<file path="src/rtl/lpcd_pkg.sv">
// Package for the length-prefixed command deframer.
// Holds the register indexes, status and kind codes and the shared structs.
// No dependencies.
package lpcd_pkg;

  localparam int unsigned CFG_IDX_W = 2;

  localparam logic [CFG_IDX_W-1:0] REG_STREAM_CODE      = 2'd0;
  localparam logic [CFG_IDX_W-1:0] REG_STREAM_HEADER    = 2'd1;
  localparam logic [CFG_IDX_W-1:0] REG_BINARY_FIRST_MAX = 2'd2;

  localparam logic [7:0] STREAM_CODE_RST      = 8'd50;
  localparam logic [7:0] STREAM_HEADER_RST    = 8'd7;
  localparam logic [7:0] BINARY_FIRST_MAX_RST = 8'd64;

  localparam logic [15:0] MIN_STREAM_TOTAL = 16'd3;

  localparam logic FUNC_BYTE = 1'b0;
  localparam logic FUNC_LOSS = 1'b1;

  localparam logic [1:0] ST_FRAME = 2'd0;
  localparam logic [1:0] ST_DROP  = 2'd1;
  localparam logic [1:0] ST_ABORT = 2'd2;

  localparam logic KIND_BIN    = 1'b0;
  localparam logic KIND_STREAM = 1'b1;

  typedef struct packed {
    logic [7:0] stream_code;
    logic [7:0] stream_header_len;
    logic [7:0] binary_first_max;
  } cfg_t;

  typedef struct packed {
    logic [7:0] out_byte;
    logic [1:0] status;
    logic       frame_kind;
    logic       first_of_frame;
    logic       last_of_frame;
  } result_t;

  typedef struct packed {
    logic has_result;
    logic busy;
  } parse_stat_t;

endpackage

</file>
<file path="src/rtl/lpcd_if.sv">
// Channel interfaces of the length-prefixed command deframer.
// Depends on nothing but the field widths of the deframer.
interface lpcd_in_if;
  logic       valid;
  logic       ready;
  logic       func;
  logic [7:0] rx_byte;

  modport source (output valid, output func, output rx_byte, input ready);
  modport sink (input valid, input func, input rx_byte, output ready);
endinterface

interface lpcd_out_if;
  logic       valid;
  logic       ready;
  logic [7:0] out_byte;
  logic [1:0] status;
  logic       frame_kind;
  logic       first_of_frame;
  logic       last_of_frame;

  modport source (output valid, output out_byte, output status, output frame_kind,
                  output first_of_frame, output last_of_frame, input ready);
  modport sink (input valid, input out_byte, input status, input frame_kind,
                input first_of_frame, input last_of_frame, output ready);
endinterface

interface lpcd_cfg_if;
  logic       valid;
  logic       ready;
  logic [1:0] index;
  logic [7:0] data;

  modport source (output valid, output index, output data, input ready);
  modport sink (input valid, input index, input data, output ready);
endinterface

</file>
<file path="src/rtl/lpcd_cfg_regs.sv">
// Configuration registers of the length-prefixed command deframer.
// Depends on lpcd_pkg and the lpcd_cfg_if interface.
module lpcd_cfg_regs (
  input  logic          clk,
  input  logic          rst_n,
  lpcd_cfg_if.sink      cfg_chan,
  output lpcd_pkg::cfg_t cfg
);

  lpcd_pkg::cfg_t cfg_r;

  assign cfg_chan.ready = 1'b1;
  assign cfg = cfg_r;

  always_ff @(posedge clk) begin
    if (!rst_n) begin
      cfg_r.stream_code       <= lpcd_pkg::STREAM_CODE_RST;
      cfg_r.stream_header_len <= lpcd_pkg::STREAM_HEADER_RST;
      cfg_r.binary_first_max  <= lpcd_pkg::BINARY_FIRST_MAX_RST;
    end else if (cfg_chan.valid) begin
      unique case (cfg_chan.index)
        lpcd_pkg::REG_STREAM_CODE:      cfg_r.stream_code       <= cfg_chan.data;
        lpcd_pkg::REG_STREAM_HEADER:    cfg_r.stream_header_len <= cfg_chan.data;
        lpcd_pkg::REG_BINARY_FIRST_MAX: cfg_r.binary_first_max  <= cfg_chan.data;
        default: ;
      endcase
    end
  end

endmodule

</file>
<file path="src/rtl/lpcd_parser.sv">
// Frame parser of the length-prefixed command deframer: frame state and tagging.
// Depends on lpcd_pkg.
module lpcd_parser (
  input  logic                   clk,
  input  logic                   rst_n,
  input  lpcd_pkg::cfg_t         cfg,
  input  logic                   step,
  input  logic                   func,
  input  logic [7:0]             rx_byte,
  output lpcd_pkg::result_t      res,
  output lpcd_pkg::parse_stat_t  stat
);

  typedef enum logic [2:0] {
    PH_IDLE        = 3'd0,
    PH_LEN_LO      = 3'd1,
    PH_LEN_HI      = 3'd2,
    PH_STREAM_BODY = 3'd3,
    PH_BIN_BODY    = 3'd4
  } phase_t;

  phase_t      phase_r, phase_nxt;
  logic [15:0] left_r, left_nxt;
  logic [7:0]  len_lo_r, len_lo_nxt;
  logic        kind_r, kind_nxt;
  logic        active;
  logic        has_res;
  logic [15:0] total;
  logic [15:0] left_dec;

  assign total    = {8'd0, cfg.stream_header_len} + {rx_byte, len_lo_r};
  assign left_dec = (left_r != 16'd0) ? left_r - 16'd1 : 16'd0;

  always_comb begin
    phase_nxt  = phase_r;
    left_nxt   = left_r;
    len_lo_nxt = len_lo_r;
    kind_nxt   = kind_r;
    has_res    = 1'b1;
    res        = '{out_byte: rx_byte, status: lpcd_pkg::ST_FRAME,
                   frame_kind: kind_r, first_of_frame: 1'b0, last_of_frame: 1'b0};
    unique case (phase_r)
      PH_LEN_LO, PH_LEN_HI, PH_STREAM_BODY, PH_BIN_BODY: active = 1'b1;
      default: active = 1'b0;
    endcase

    if (func == lpcd_pkg::FUNC_LOSS) begin
      phase_nxt = PH_IDLE;
      if (active) begin
        left_nxt     = 16'd0;
        res.out_byte = 8'd0;
        res.status   = lpcd_pkg::ST_ABORT;
      end else begin
        has_res = 1'b0;
      end
    end else begin
      unique case (phase_r)
        PH_LEN_LO: begin
          len_lo_nxt     = rx_byte;
          phase_nxt      = PH_LEN_HI;
          res.frame_kind = lpcd_pkg::KIND_STREAM;
        end
        PH_LEN_HI: begin
          res.frame_kind = lpcd_pkg::KIND_STREAM;
          if (total <= lpcd_pkg::MIN_STREAM_TOTAL) begin
            left_nxt          = 16'd0;
            phase_nxt         = PH_IDLE;
            res.last_of_frame = 1'b1;
          end else begin
            left_nxt  = total - lpcd_pkg::MIN_STREAM_TOTAL;
            phase_nxt = PH_STREAM_BODY;
          end
        end
        PH_STREAM_BODY, PH_BIN_BODY: begin
          res.frame_kind = (phase_r == PH_STREAM_BODY) ? lpcd_pkg::KIND_STREAM
                                                       : lpcd_pkg::KIND_BIN;
          left_nxt = left_dec;
          if (left_dec == 16'd0) begin
            phase_nxt         = PH_IDLE;
            res.last_of_frame = 1'b1;
          end
        end
        default: begin
          res.first_of_frame = 1'b1;
          if (rx_byte == cfg.stream_code) begin
            kind_nxt       = lpcd_pkg::KIND_STREAM;
            phase_nxt      = PH_LEN_LO;
            res.frame_kind = lpcd_pkg::KIND_STREAM;
          end else if (rx_byte <= cfg.binary_first_max) begin
            kind_nxt       = lpcd_pkg::KIND_BIN;
            res.frame_kind = lpcd_pkg::KIND_BIN;
            left_nxt       = {8'd0, rx_byte};
            if (rx_byte == 8'd0) begin
              phase_nxt         = PH_IDLE;
              res.last_of_frame = 1'b1;
            end else begin
              phase_nxt = PH_BIN_BODY;
            end
          end else begin
            phase_nxt          = PH_IDLE;
            res.status         = lpcd_pkg::ST_DROP;
            res.frame_kind     = lpcd_pkg::KIND_BIN;
            res.first_of_frame = 1'b0;
          end
        end
      endcase
    end
  end

  assign stat.has_result = has_res;
  assign stat.busy       = active;

  always_ff @(posedge clk) begin
    if (!rst_n) begin
      phase_r  <= PH_IDLE;
      left_r   <= 16'd0;
      len_lo_r <= 8'd0;
      kind_r   <= lpcd_pkg::KIND_BIN;
    end else if (step) begin
      phase_r  <= phase_nxt;
      left_r   <= left_nxt;
      len_lo_r <= len_lo_nxt;
      kind_r   <= kind_nxt;
    end
  end

endmodule

</file>
<file path="src/rtl/length_prefixed_command_deframer.sv">
// Top level of the length-prefixed command deframer.
// Depends on lpcd_pkg, the lpcd interfaces, lpcd_cfg_regs and lpcd_parser.
//
// Received bytes enter on in_chan (func 0 with rx_byte, or func 1 for a lost
// connection) and leave registered on out_chan, each tagged with its status,
// frame kind and first/last markers. An unknown leading byte is passed on as
// dropped; a lost connection in the middle of a frame gives one abort item,
// and while idle it gives no item at all.
// An accepted item is held in an input register; when the parser steps, it tags
// the item and writes the result register, which offers the result on out_chan.
// One item is taken in every cycle while out_chan does not stall, limited
// otherwise only by the single parse step through the frame state.
// When the receiver stalls, the result register holds its item and the input
// register holds one more; in_chan.ready then drops until the result is taken.
// cfg_chan is always ready; registers 0 to 2 are the stream code, the stream
// header length and the largest binary leading byte; the user writes them while
// idle, which the block does not enforce. Reset (rst_n low, synchronous) empties
// both registers, returns the parser to idle and restores the defaults 50, 7, 64.
module length_prefixed_command_deframer (
  input logic         clk,
  input logic         rst_n,
  lpcd_in_if.sink     in_chan,
  lpcd_out_if.source  out_chan,
  lpcd_cfg_if.sink    cfg_chan
);

  lpcd_pkg::cfg_t        cfg;
  lpcd_pkg::result_t     res;
  lpcd_pkg::parse_stat_t stat;
  lpcd_pkg::result_t     out_r;

  logic       stg_vld_r;
  logic       stg_func_r;
  logic [7:0] stg_byte_r;
  logic       out_vld_r;
  logic       advance;
  logic       in_take;

  assign advance       = stg_vld_r && (!out_vld_r || out_chan.ready);
  assign in_chan.ready = !stg_vld_r || advance;
  assign in_take       = in_chan.valid && in_chan.ready;

  lpcd_cfg_regs u_cfg (
    .clk      (clk),
    .rst_n    (rst_n),
    .cfg_chan (cfg_chan),
    .cfg      (cfg)
  );

  lpcd_parser u_parser (
    .clk     (clk),
    .rst_n   (rst_n),
    .cfg     (cfg),
    .step    (advance),
    .func    (stg_func_r),
    .rx_byte (stg_byte_r),
    .res     (res),
    .stat    (stat)
  );

  always_ff @(posedge clk) begin
    if (!rst_n) begin
      stg_vld_r <= 1'b0;
      out_vld_r <= 1'b0;
    end else begin
      if (in_chan.ready) begin
        stg_vld_r <= in_chan.valid;
      end
      if (advance) begin
        out_vld_r <= stat.has_result;
      end else if (out_chan.ready) begin
        out_vld_r <= 1'b0;
      end
    end
  end

  always_ff @(posedge clk) begin
    if (in_take) begin
      stg_func_r <= in_chan.func;
      stg_byte_r <= in_chan.rx_byte;
    end
    if (advance && stat.has_result) begin
      out_r <= res;
    end
  end

  assign out_chan.valid          = out_vld_r;
  assign out_chan.out_byte       = out_r.out_byte;
  assign out_chan.status         = out_r.status;
  assign out_chan.frame_kind     = out_r.frame_kind;
  assign out_chan.first_of_frame = out_r.first_of_frame;
  assign out_chan.last_of_frame  = out_r.last_of_frame;

  a_take_fills_stage: assert property (@(posedge clk) disable iff (!rst_n)
    in_take |=> stg_vld_r)
    else $error("accepted item did not reach the input register");

  a_stall_holds_parser: assert property (@(posedge clk) disable iff (!rst_n)
    (out_vld_r && !out_chan.ready) |-> !advance)
    else $error("parser stepped while the result register was stalled");

  a_loss_goes_idle: assert property (@(posedge clk) disable iff (!rst_n)
    (advance && stg_func_r == lpcd_pkg::FUNC_LOSS) |=> !stat.busy)
    else $error("parser not idle after a connection loss");

  a_idle_loss_silent: assert property (@(posedge clk) disable iff (!rst_n)
    (advance && stg_func_r == lpcd_pkg::FUNC_LOSS && !stat.busy) |=> !out_vld_r)
    else $error("connection loss while idle produced an item");

endmodule
</file>
<file path="src/flat_wrapper.sv">
// flat-port wrapper written by rule: the top's interface ports become plain ports
module length_prefixed_command_deframer_flat 
  (clk, rst_n, in_chan_valid, in_chan_func, in_chan_rx_byte, in_chan_ready, out_chan_valid, out_chan_out_byte, out_chan_status, out_chan_frame_kind, out_chan_first_of_frame, out_chan_last_of_frame, out_chan_ready, cfg_chan_valid, cfg_chan_index, cfg_chan_data, cfg_chan_ready);
  lpcd_in_if in_chan_i ();
  lpcd_out_if out_chan_i ();
  lpcd_cfg_if cfg_chan_i ();
  input logic clk;
  input logic rst_n;
  input wire logic [$bits(in_chan_i.valid)-1:0] in_chan_valid;
  input wire logic [$bits(in_chan_i.func)-1:0] in_chan_func;
  input wire logic [$bits(in_chan_i.rx_byte)-1:0] in_chan_rx_byte;
  output wire logic [$bits(in_chan_i.ready)-1:0] in_chan_ready;
  output wire logic [$bits(out_chan_i.valid)-1:0] out_chan_valid;
  output wire logic [$bits(out_chan_i.out_byte)-1:0] out_chan_out_byte;
  output wire logic [$bits(out_chan_i.status)-1:0] out_chan_status;
  output wire logic [$bits(out_chan_i.frame_kind)-1:0] out_chan_frame_kind;
  output wire logic [$bits(out_chan_i.first_of_frame)-1:0] out_chan_first_of_frame;
  output wire logic [$bits(out_chan_i.last_of_frame)-1:0] out_chan_last_of_frame;
  input wire logic [$bits(out_chan_i.ready)-1:0] out_chan_ready;
  input wire logic [$bits(cfg_chan_i.valid)-1:0] cfg_chan_valid;
  input wire logic [$bits(cfg_chan_i.index)-1:0] cfg_chan_index;
  input wire logic [$bits(cfg_chan_i.data)-1:0] cfg_chan_data;
  output wire logic [$bits(cfg_chan_i.ready)-1:0] cfg_chan_ready;
  assign in_chan_i.valid = in_chan_valid;
  assign in_chan_i.func = in_chan_func;
  assign in_chan_i.rx_byte = in_chan_rx_byte;
  assign in_chan_ready = in_chan_i.ready;
  assign out_chan_valid = out_chan_i.valid;
  assign out_chan_out_byte = out_chan_i.out_byte;
  assign out_chan_status = out_chan_i.status;
  assign out_chan_frame_kind = out_chan_i.frame_kind;
  assign out_chan_first_of_frame = out_chan_i.first_of_frame;
  assign out_chan_last_of_frame = out_chan_i.last_of_frame;
  assign out_chan_i.ready = out_chan_ready;
  assign cfg_chan_i.valid = cfg_chan_valid;
  assign cfg_chan_i.index = cfg_chan_index;
  assign cfg_chan_i.data = cfg_chan_data;
  assign cfg_chan_ready = cfg_chan_i.ready;
  length_prefixed_command_deframer u_core (.clk(clk), .rst_n(rst_n), .in_chan(in_chan_i), .out_chan(out_chan_i), .cfg_chan(cfg_chan_i));
endmodule
</file>
<file path="config.mk">
export PLATFORM = sky130hd
export DESIGN_NAME = length_prefixed_command_deframer_flat
export DESIGN_NICKNAME = d
export VERILOG_FILES = /design/src/rtl/lpcd_pkg.sv /design/src/rtl/lpcd_if.sv /design/src/rtl/lpcd_cfg_regs.sv /design/src/rtl/lpcd_parser.sv /design/src/rtl/length_prefixed_command_deframer.sv /design/src/flat_wrapper.sv
export SDC_FILE = /design/constraint.sdc
export NUM_CORES = 1
export LEC_CHECK = 0
export BUFFER_PORTS_ARGS = -buffer_cell sky130_fd_sc_hd__buf_2
export CAP_MARGIN = 10
export CORE_ASPECT_RATIO = 1.2
export CORE_MARGIN = 1
export CORE_UTILIZATION = 35
export CTS_CLUSTER_SIZE = 24
export DETAILED_ROUTE_END_ITERATION = 10
export RECOVER_POWER = 25
export SETUP_SLACK_MARGIN = 0.1
export SYNTH_ARGS = -nofsm -noshare
export SYNTH_HDL_FRONTEND = slang
export SYNTH_SLANG_ARGS = --single-unit
</file>
<file path="constraint.sdc">
create_clock -name clk -period 3.6 [get_ports clk]
set_input_delay 0.36 -clock clk [delete_from_list [all_inputs] [get_ports clk]]
set_output_delay 0.36 -clock clk [all_outputs]
set_load 0.02 [all_outputs]
</file>
==> impl.org, run 1 <==
** Synthesis
- In the synthesized netlist, the cells that appear most often are sky130_fd_sc_hd__nor2_1, sky130_fd_sc_hd__dfxtp_1, sky130_fd_sc_hd__nand2_1.
- In the synthesized netlist, mux cells make up 6.99% of the area.
- Synthesized net count :: 603
- Sequential area share after synthesis :: 36.6%
- Compound-Gate Fraction of Synth Area :: 17.1%
- Most area-consuming cells after synthesis :: sky130_fd_sc_hd__dfxtp_1, sky130_fd_sc_hd__edfxtp_1, sky130_fd_sc_hd__mux2i_1
- Fraction of synthesized cell area in xor and xnor cells :: 6.99%
- After Yosys synthesis, full adders, half adders and majority gates account for 5.62% of the synthesized area.
- In the post-synthesis netlist, the cell with the most instances is sky130_fd_sc_hd__nor2_1.
- Asr flop ratio synth :: 0%
- The top cell type by area accounts for 22.7% of the synthesized area.
- The number of different library cells used by synthesis comes to 64.
- Post-Syn Area :: 0.00476 sq mm
- Yosys printed 0 warnings.
- Yosys mapped a number of flops with a built-in enable equal to 22.
- Synthesized area per cell :: 8.52 sq um
- By area, the combinational part of the netlist is dominated by simple AND/OR/NAND/NOR gates.
- Summing the areas of all and, or, nand and nor instances in the mapped netlist gives 21.6% of the synthesized area.
- Area leader, netlist :: sky130_fd_sc_hd__dfxtp_1
- Top flip-flop cell by instance count after synthesis :: sky130_fd_sc_hd__dfxtp_1
- Flip-flop and latch count after synthesis :: 76
- Syn Inst Count :: 559

** Layout
- Final net count :: 636
- The post-route netlist has 12.2% of its cells at a drive strength greater than 1.
- Compared with the post-synthesis result, the final layout area differs by 14.6%.
- Multi-input combinational cell area :: 0.00281 sq mm
- The filler cells instantiated in the layout total 1338.
- Once layout is complete, the cells apart from fillers number 765.
- 0 antenna diodes ended up in the layout.
- The sequential cells in the finished layout cover a total of 0.00174 sq mm.

** Global route
- Antenna violations before repair :: 0
- The via count of the first global-routing pass came to 4101.
- Global-route wire length before repair :: 20000 microns
- GRT Resource Usage Total :: 18.4%
- Entering global routing, the biggest net connects 47 pins.
- The total overflow left after global routing is 0.

** Hold path
- Worst hold path class :: primary input to register

** STA
- Hold is met by 0.192 ns.
- The final count of pins violating max slew was 47.
- Based on the critical path, the design can be clocked at up to 0.302 GHz.
- Setup violations remaining at the end of the flow were counted as 0.
- Transition time of the tightest slew-check pin :: 1.54 ns
- Share of the clock period used by the worst path after layout :: 92.0%
- Minimum period implied by the final worst setup slack :: 3.31 ns
- On the final layout, the worst clock skew is 0.00840 ns.
- Crit path setup slack, layout :: 0.290 ns
- Setup repair after global routing left no endpoint under its margin.
- Max-slew headroom :: -2.56%
- Final count of hold timing violations :: 0
- Adding up every negative setup slack in the final design gives 0 ns.

** Clock network
- Clock net sink count :: 76
- TritonCTS built the clock tree.
- CTS clock-pin slew for the worst setup and hold paths :: 0.07 ns
- Clock Tree Buf Depth :: 2
- Clock Root Buffer :: sky130_fd_sc_hd__clkbuf_16
- Source-to-sink clock delay at the later pin of the worst-skew pair :: 0.34 ns
- Hold repair after CTS inserted 0 buffers.
- Number of CTS-inserted buffers :: 9
- The H-tree was split into 3 levels.

** Route
- Routed length per instance :: 16.3 microns
- Across all layers, the routed design uses 4190 vias.
- The count of nets left with antenna violations once routing finished came out at 0.
- After the first detailed-routing iteration, the DRC count stood at 243.
- DRC violations left :: 0
- Number of search-and-repair iterations in the first detailed-routing pass :: 5
- Summed over all layers, the routed wires come to 12500 microns.
- Dividing the detail-routed via count by the number of cells gives 5.48.

** Floorplanning
- Die outline height :: 130 microns
- Width of the die :: 109 microns
- Cell row count :: 46
- Count of pins on the block boundary :: 40
- The initial utilization of the core area, before any placement, comes to 36.0%.
- The floorplan step defined a die boundary enclosing 0.0141 sq mm.
- The total area inside the core boundary comes to 0.0132 sq mm.

** Placement
- Number of placed cells counting well taps :: 748
- Before CTS, the worst setup slack after placement is 0.124 ns.
- Detailed placement ended at an HPWL of 9030 microns.
- Last weighted congestion value of the routability-driven placer :: 0.862
- Number of buffers inserted by port buffering :: 38

** Worst setup path
- Crit path required time :: 3.76 ns
- Of all nets on the critical path, the largest fanout is 9.
- STA classifies the critical path startpoint as a register.
- Startpoint-to-endpoint class of the critical path :: register to register
- Worst EP arrival :: 3.47 ns
- STA classifies the critical path endpoint as a register.

** Power and ir drop
- Maximum resistive drop on vdd :: 408 uV
- Static leakage :: 2.21 nW
- Power comes to 2.17 mW.
- PwrDens :: 398 mW/mm^2

** Run
- Maximum capacitance violations :: 1

** Run status
- The final reports fail on max-capacitance violations, max-slew violations.
- The flow ran to the end, but the final reports show violations.
## state kept, by name (all words and copies together) (netlist names)
register and count:
u_core.u_cfg.cfg 24, u_core.u_parser.phase_r 3, u_core.out_chan.status 2, u_core.stg_byte_r 8
u_core.out_chan.first_of_frame 1, u_core.stg_func_r 1, u_core.u_parser.len_lo_r 8, u_core.u_parser.kind_r 1
u_core.u_parser.left_r 16, u_core.out_chan.last_of_frame 1, u_core.stg_vld_r 1, u_core.out_chan.valid 1
u_core.out_chan.frame_kind 1, u_core.out_chan.out_byte 8
## cell type report
cell class / count / area share [%]
multi-input combinational: 425 / 51.4
clock inverter: 7 / 1.53
timing repair buffer: 54 / 5.38
clock buffer: 9 / 4.12
tap: 168 / 3.85
sequential: 76 / 31.9
inverter: 26 / 1.79
## through the flow
stage / cell area, sq um / utilization (%)
2_1_floorplan: 4760 / -
6_report: 5460 / 41.3
3_3_place_gp: 5140 / 38.8
4_1_cts: 5450 / 41.1
5_1_grt: 5460 / 41.3
3_5_place_dp: 5140 / 38.8
## layout by cell type, fill, tap and decap left out, types with 3 or more instances in the layout
cell type,count
sky130_fd_sc_hd__nor2_1,59
sky130_fd_sc_hd__dfxtp_1,54
sky130_fd_sc_hd__nand2_1,49
sky130_fd_sc_hd__xnor2_1,33
sky130_fd_sc_hd__a21oi_1,33
sky130_fd_sc_hd__mux2i_1,31
sky130_fd_sc_hd__buf_2,28
sky130_fd_sc_hd__inv_1,26
sky130_fd_sc_hd__nor3_1,23
sky130_fd_sc_hd__edfxtp_1,22
sky130_fd_sc_hd__ha_1,19
sky130_fd_sc_hd__o21ai_0,17
sky130_fd_sc_hd__nand3_1,15
sky130_fd_sc_hd__buf_4,15
sky130_fd_sc_hd__and2_1,12
sky130_fd_sc_hd__clkbuf_1,11
sky130_fd_sc_hd__o22ai_1,9
sky130_fd_sc_hd__a211oi_1,9
sky130_fd_sc_hd__clkbuf_16,9
sky130_fd_sc_hd__nand2b_1,8
sky130_fd_sc_hd__or3_1,8
sky130_fd_sc_hd__a21o_1,7
sky130_fd_sc_hd__and3_1,6
sky130_fd_sc_hd__a221oi_1,6
sky130_fd_sc_hd__nor4_1,5
sky130_fd_sc_hd__xor2_1,5
sky130_fd_sc_hd__o211ai_1,4
sky130_fd_sc_hd__o21ai_1,4
sky130_fd_sc_hd__or4_1,4
sky130_fd_sc_hd__a22oi_1,4
sky130_fd_sc_hd__o21a_1,3
sky130_fd_sc_hd__nor2b_1,3
sky130_fd_sc_hd__a32oi_1,3
## per-layer routing
metal / vias to the layer above / GRT usage [%] / wire length [microns]
met3: 28 / 3.35 / 520
met5: - / 0 / 0
met4: 0 / 9.78 / 429
met1: 1968 / 21.1 / 5320
met2: 122 / 32.2 / 6180
li1: 2072 / - / -
## kinds of logic after synthesis
kind of cell             after synthesis
other                                  1
AND/OR/NAND/NOR                      209
adder cells (fa/ha/maj)               21
multiplexers                          33
buffers and inverters                 58
flip-flops                            76
XOR/XNOR                              38
AO/OA/AOI/OAI                        123
## power by group
| group | leakage [nW] | total, mW | switching [mW] | internal [mW] |
|---|---|---|---|---|
| clock network | 0.149 | 0.934 | 0.386 | 0.549 |
| registers | 0.647 | 0.934 | 0.0228 | 0.911 |
| logic | 1.42 | 0.305 | 0.188 | 0.117 |
| total | 2.21 | 2.17 | 0.597 | 1.58 |
## final timing paths
check,startpoint,to,slack [ns],cells past startpoint
setup / recovery,u_core.u_parser.len_lo_r[0],u_core.u_parser.left_r[1],0.29,13
hold / removal,in_chan_func,u_core.stg_func_r,0.19,1
setup reg to reg,u_core.u_parser.len_lo_r[0],u_core.u_parser.left_r[1],0.29,13
hold reg to reg,u_core.u_cfg.cfg[8],u_core.u_cfg.cfg[8],0.49,2
## critical path, stage by stage (launching register included)
cell and delay [ns]:
sky130_fd_sc_hd__dfxtp_1 0.33, sky130_fd_sc_hd__ha_1 0.16, sky130_fd_sc_hd__inv_1 0.06, sky130_fd_sc_hd__fa_1 0.46, sky130_fd_sc_hd__nand2b_1 0.22, sky130_fd_sc_hd__a21oi_4 0.24
sky130_fd_sc_hd__o21ai_0 0.18, sky130_fd_sc_hd__xnor2_1 0.26, sky130_fd_sc_hd__o21ai_2 0.14, sky130_fd_sc_hd__nor4_2 0.36, sky130_fd_sc_hd__a311oi_2 0.19, sky130_fd_sc_hd__buf_4 0.23
sky130_fd_sc_hd__a211oi_1 0.25, sky130_fd_sc_hd__nor3_1 0.06
## repair_timing
| item | in CTS | in global routing |
|---|---|---|
| endpoints found under the setup margin | 0 | 16 |
| buffers inserted | 0 | 1 |
| gates resized for setup | 0 | 5 |
| endpoints found under the hold margin | 0 | 0 |
No activity file was read; power rests on OpenSTA's default activity.
==> run 2, diff against run 1 <==
--- a/config.mk
+++ b/config.mk
@@ -13,7 +13,8 @@
 export CTS_CLUSTER_SIZE = 24
 export DETAILED_ROUTE_END_ITERATION = 10
 export RECOVER_POWER = 25
-export SETUP_SLACK_MARGIN = 0.1
+export SETUP_SLACK_MARGIN = 0.3
 export SYNTH_ARGS = -nofsm -noshare
 export SYNTH_HDL_FRONTEND = slang
+export SYNTH_HIERARCHICAL = 1
 export SYNTH_SLANG_ARGS = --single-unit
==> impl.org, run 2 <==
** Worst setup path
- Of all nets on the critical path, the largest fanout is 9.
- Crit path required time :: 3.81 ns
- Capturing element type of the critical path :: register
- STA classifies the critical path startpoint as a register.
- By instance count, the cell type seen most on the critical path is sky130_fd_sc_hd__o31ai_4.
- Cell with the biggest individual delay on the critical path :: sky130_fd_sc_hd__o31ai_4
- Broken down by cell family, the worst path's largest delay share belongs to compound AO/OA/AOI/OAI gates.
- Worst EP arrival :: 3.30 ns
- For this run, the slowest stage of the critical path takes 0.44 ns.
- Critical path cell sequence :: ha_1 -> a211oi_2 -> o31ai_4 -> o2111ai_1 -> xor2_1 -> o211ai_1 -> o31ai_4 -> nor2_4 -> a221o_1
- Startpoint-to-endpoint class of the critical path :: register to register
- Together, buffers and inverters on the worst path number 0.

** Layout
- Synthesis-to-layout area growth :: 11.8%
- Final Non-Filler Cells :: 777
- In the final layout, the share of cells above drive strength 1 is 14.4%.
- Final core area utilization :: 40.5%
- The final layout contains 644 nets.
- Diodes inserted :: 0
- The register with the most flip-flops in the layout has 24 of them.
- Highest-count cells in the layout ignoring fill and taps :: sky130_fd_sc_hd__nand2_1, sky130_fd_sc_hd__dfxtp_1, sky130_fd_sc_hd__nor2_1, sky130_fd_sc_hd__buf_2, sky130_fd_sc_hd__inv_1

** Floorplanning
- For this configuration, the core starts out at a cell density of 36.2%.
- Die outline height :: 134 microns
- Count of pins on the block boundary :: 40
- In this run the core area contains 47 standard-cell rows.
- Overall die area :: 0.0149 sq mm
- Width of the die :: 112 microns
- The floorplan step defined a core boundary enclosing 0.0139 sq mm.

** Route
- DRC violations left :: 2
- Routed length per instance :: 16.8 microns
- For this run, the detailed router's first-pass iteration total came to 10.
- DRC violation total after the first TritonRoute iteration :: 232
- After detailed routing, the total wire length is 13000 microns.
- Post-route ant nets :: 0
- Detailed routing inserted a total of 4343 vias.
- Mean number of vias per cell :: 5.59

** STA
- Transition time of the tightest slew-check pin :: 1.89 ns
- Total negative slack for setup checks :: 0 ns
- Once routing completed, OpenROAD measured the worst setup slack at 0.507 ns.
- Final Slew Violations :: 46
- Minimum period implied by the final worst setup slack :: 3.09 ns
- Total of endpoints with negative setup slack in the final report :: 0
- On the final layout, the worst clock skew is 0.0126 ns.
- Headroom to the max-slew limit came out at -26.2%.
- For this run, the top clock speed supported by timing is 0.323 GHz.
- After layout, the worst path uses 85.9% of the clock period.
- Setup repair after global routing left no endpoint under its margin.
- Final count of hold timing violations :: 0

** Placement
- Number of placed cells counting well taps :: 760
- Last weighted congestion value of the routability-driven placer :: 0.850
- Number of buffers inserted by port buffering :: 38
- Final HPWL from detailed placement :: 9830 microns
- OpenSTA, run right after detailed placement, puts the worst setup slack at 0.299 ns.

** Synthesis
- Syn. warnings :: 6
- Syn Inst Count :: 578
- The number of nets in the synthesized netlist is 621.
- A synthesized cell averages 8.74 sq um.
- Post-Syn Area :: 0.00505 sq mm

** Clock network
- Clock net sink count :: 76
- Postcts setup bufs :: 0
- Source-to-sink clock delay at the later pin of the worst-skew pair :: 0.33 ns
- The H-tree was split into 3 levels.
- Clock Root Buffer :: sky130_fd_sc_hd__clkbuf_16
- Clock-pin slew was measured on the worst setup and hold paths at 0.06 ns.
- Clock Tree Buf Depth :: 2
- TritonCTS built the clock tree.
- Buffers inserted during clock tree synthesis total 9.
- Hold-fix buffers, CTS :: 0

** Hold path
- The min-delay analysis places its worst path in the category primary input to register.

** Global route
- Pin count of the biggest net entering global routing :: 46
- Global-route wire length before repair :: 21200 microns
- The number of antenna violations at the first check in global routing came to 0.
- Vias in the first global route :: 4249
- Summed over all layers, the global routing overflow is 0.
- Global routing used 17.8% of the available tracks.

** Run status
- The final reports fail on design-rule violations, max-capacitance violations, max-slew violations.
- The run finished, with violations left.

** Power and ir drop
- Maximum resistive drop on vdd :: 168 uV
- Dividing total power by cell area gives a power density of 374 mW/mm^2.
- Static leakage :: 2.30 nW

** Run
- Maximum capacitance violations :: 1
==> run 2: worst paths after layout <==
kind                                        startpoint                        end  slack [ns]  depth (start not counted)
worst max-delay path               u_core/u_cfg/cfg[9]  u_core/u_parser/left_r[2]        0.51                          9
worst min-delay path                in_chan_rx_byte[5]       u_core/stg_byte_r[5]        0.20                          1
worst max register to register     u_core/u_cfg/cfg[9]  u_core/u_parser/left_r[2]        0.51                          9
worst min register to register  u_core/u_parser/kind_r     u_core/u_parser/kind_r        0.46                          2
==> run 2: layer usage <==
layer / track usage (%) / vias to the layer above / share of wire, %
met1: 21.4 / 2037 / 44
met3: 3.00 / 28 / 4.0
li1: - / 2153 / -
met2: 30.6 / 125 / 49
met4: 8.71 / 0 / 3.1
met5: 0 / - / 0
==> run 2: cell type report <==
type	count	area [sq um]
Multi-Input combinational cell	435	3020
Sequential cell	76	1740
Clock inverter	6	71.3
Inverter	34	128
Tap cell	171	214
Fill cell	1360	8290
Clock buffer	10	229
Timing Repair Buffer	45	239
==> run 2: report_power, final <==
part / switching, mW / internal, mW / leakage [nW]
combinational: 0.166 / 0.106 / 1.51
clock: 0.363 / 0.543 / 0.140
sequential: 0.0267 / 0.907 / 0.650
==> run 2: what timing repair did <==
| item | 4_1_cts | 5_1_grt |
|---|---|---|
| pin swaps | 0 | 1 |
| resized for setup | 1 | 1 |
| hold endpoints to repair | 0 | 0 |
| cloned | 0 | 1 |
| setup endpoints to repair | 9 | 13 |
==> run 2: through the flow <==
step / power, mW / area, sq um / hold WS [ns]
after floorplan: 1.15 / 5050 / 0.435
after global placement: 1.22 / 5330 / 0.445
after detailed placement: 1.22 / 5330 / 0.452
after CTS: 2.13 / 5630 / 0.187
after global routing: 2.19 / 5650 / 0.187
final: 2.11 / 5650 / 0.199
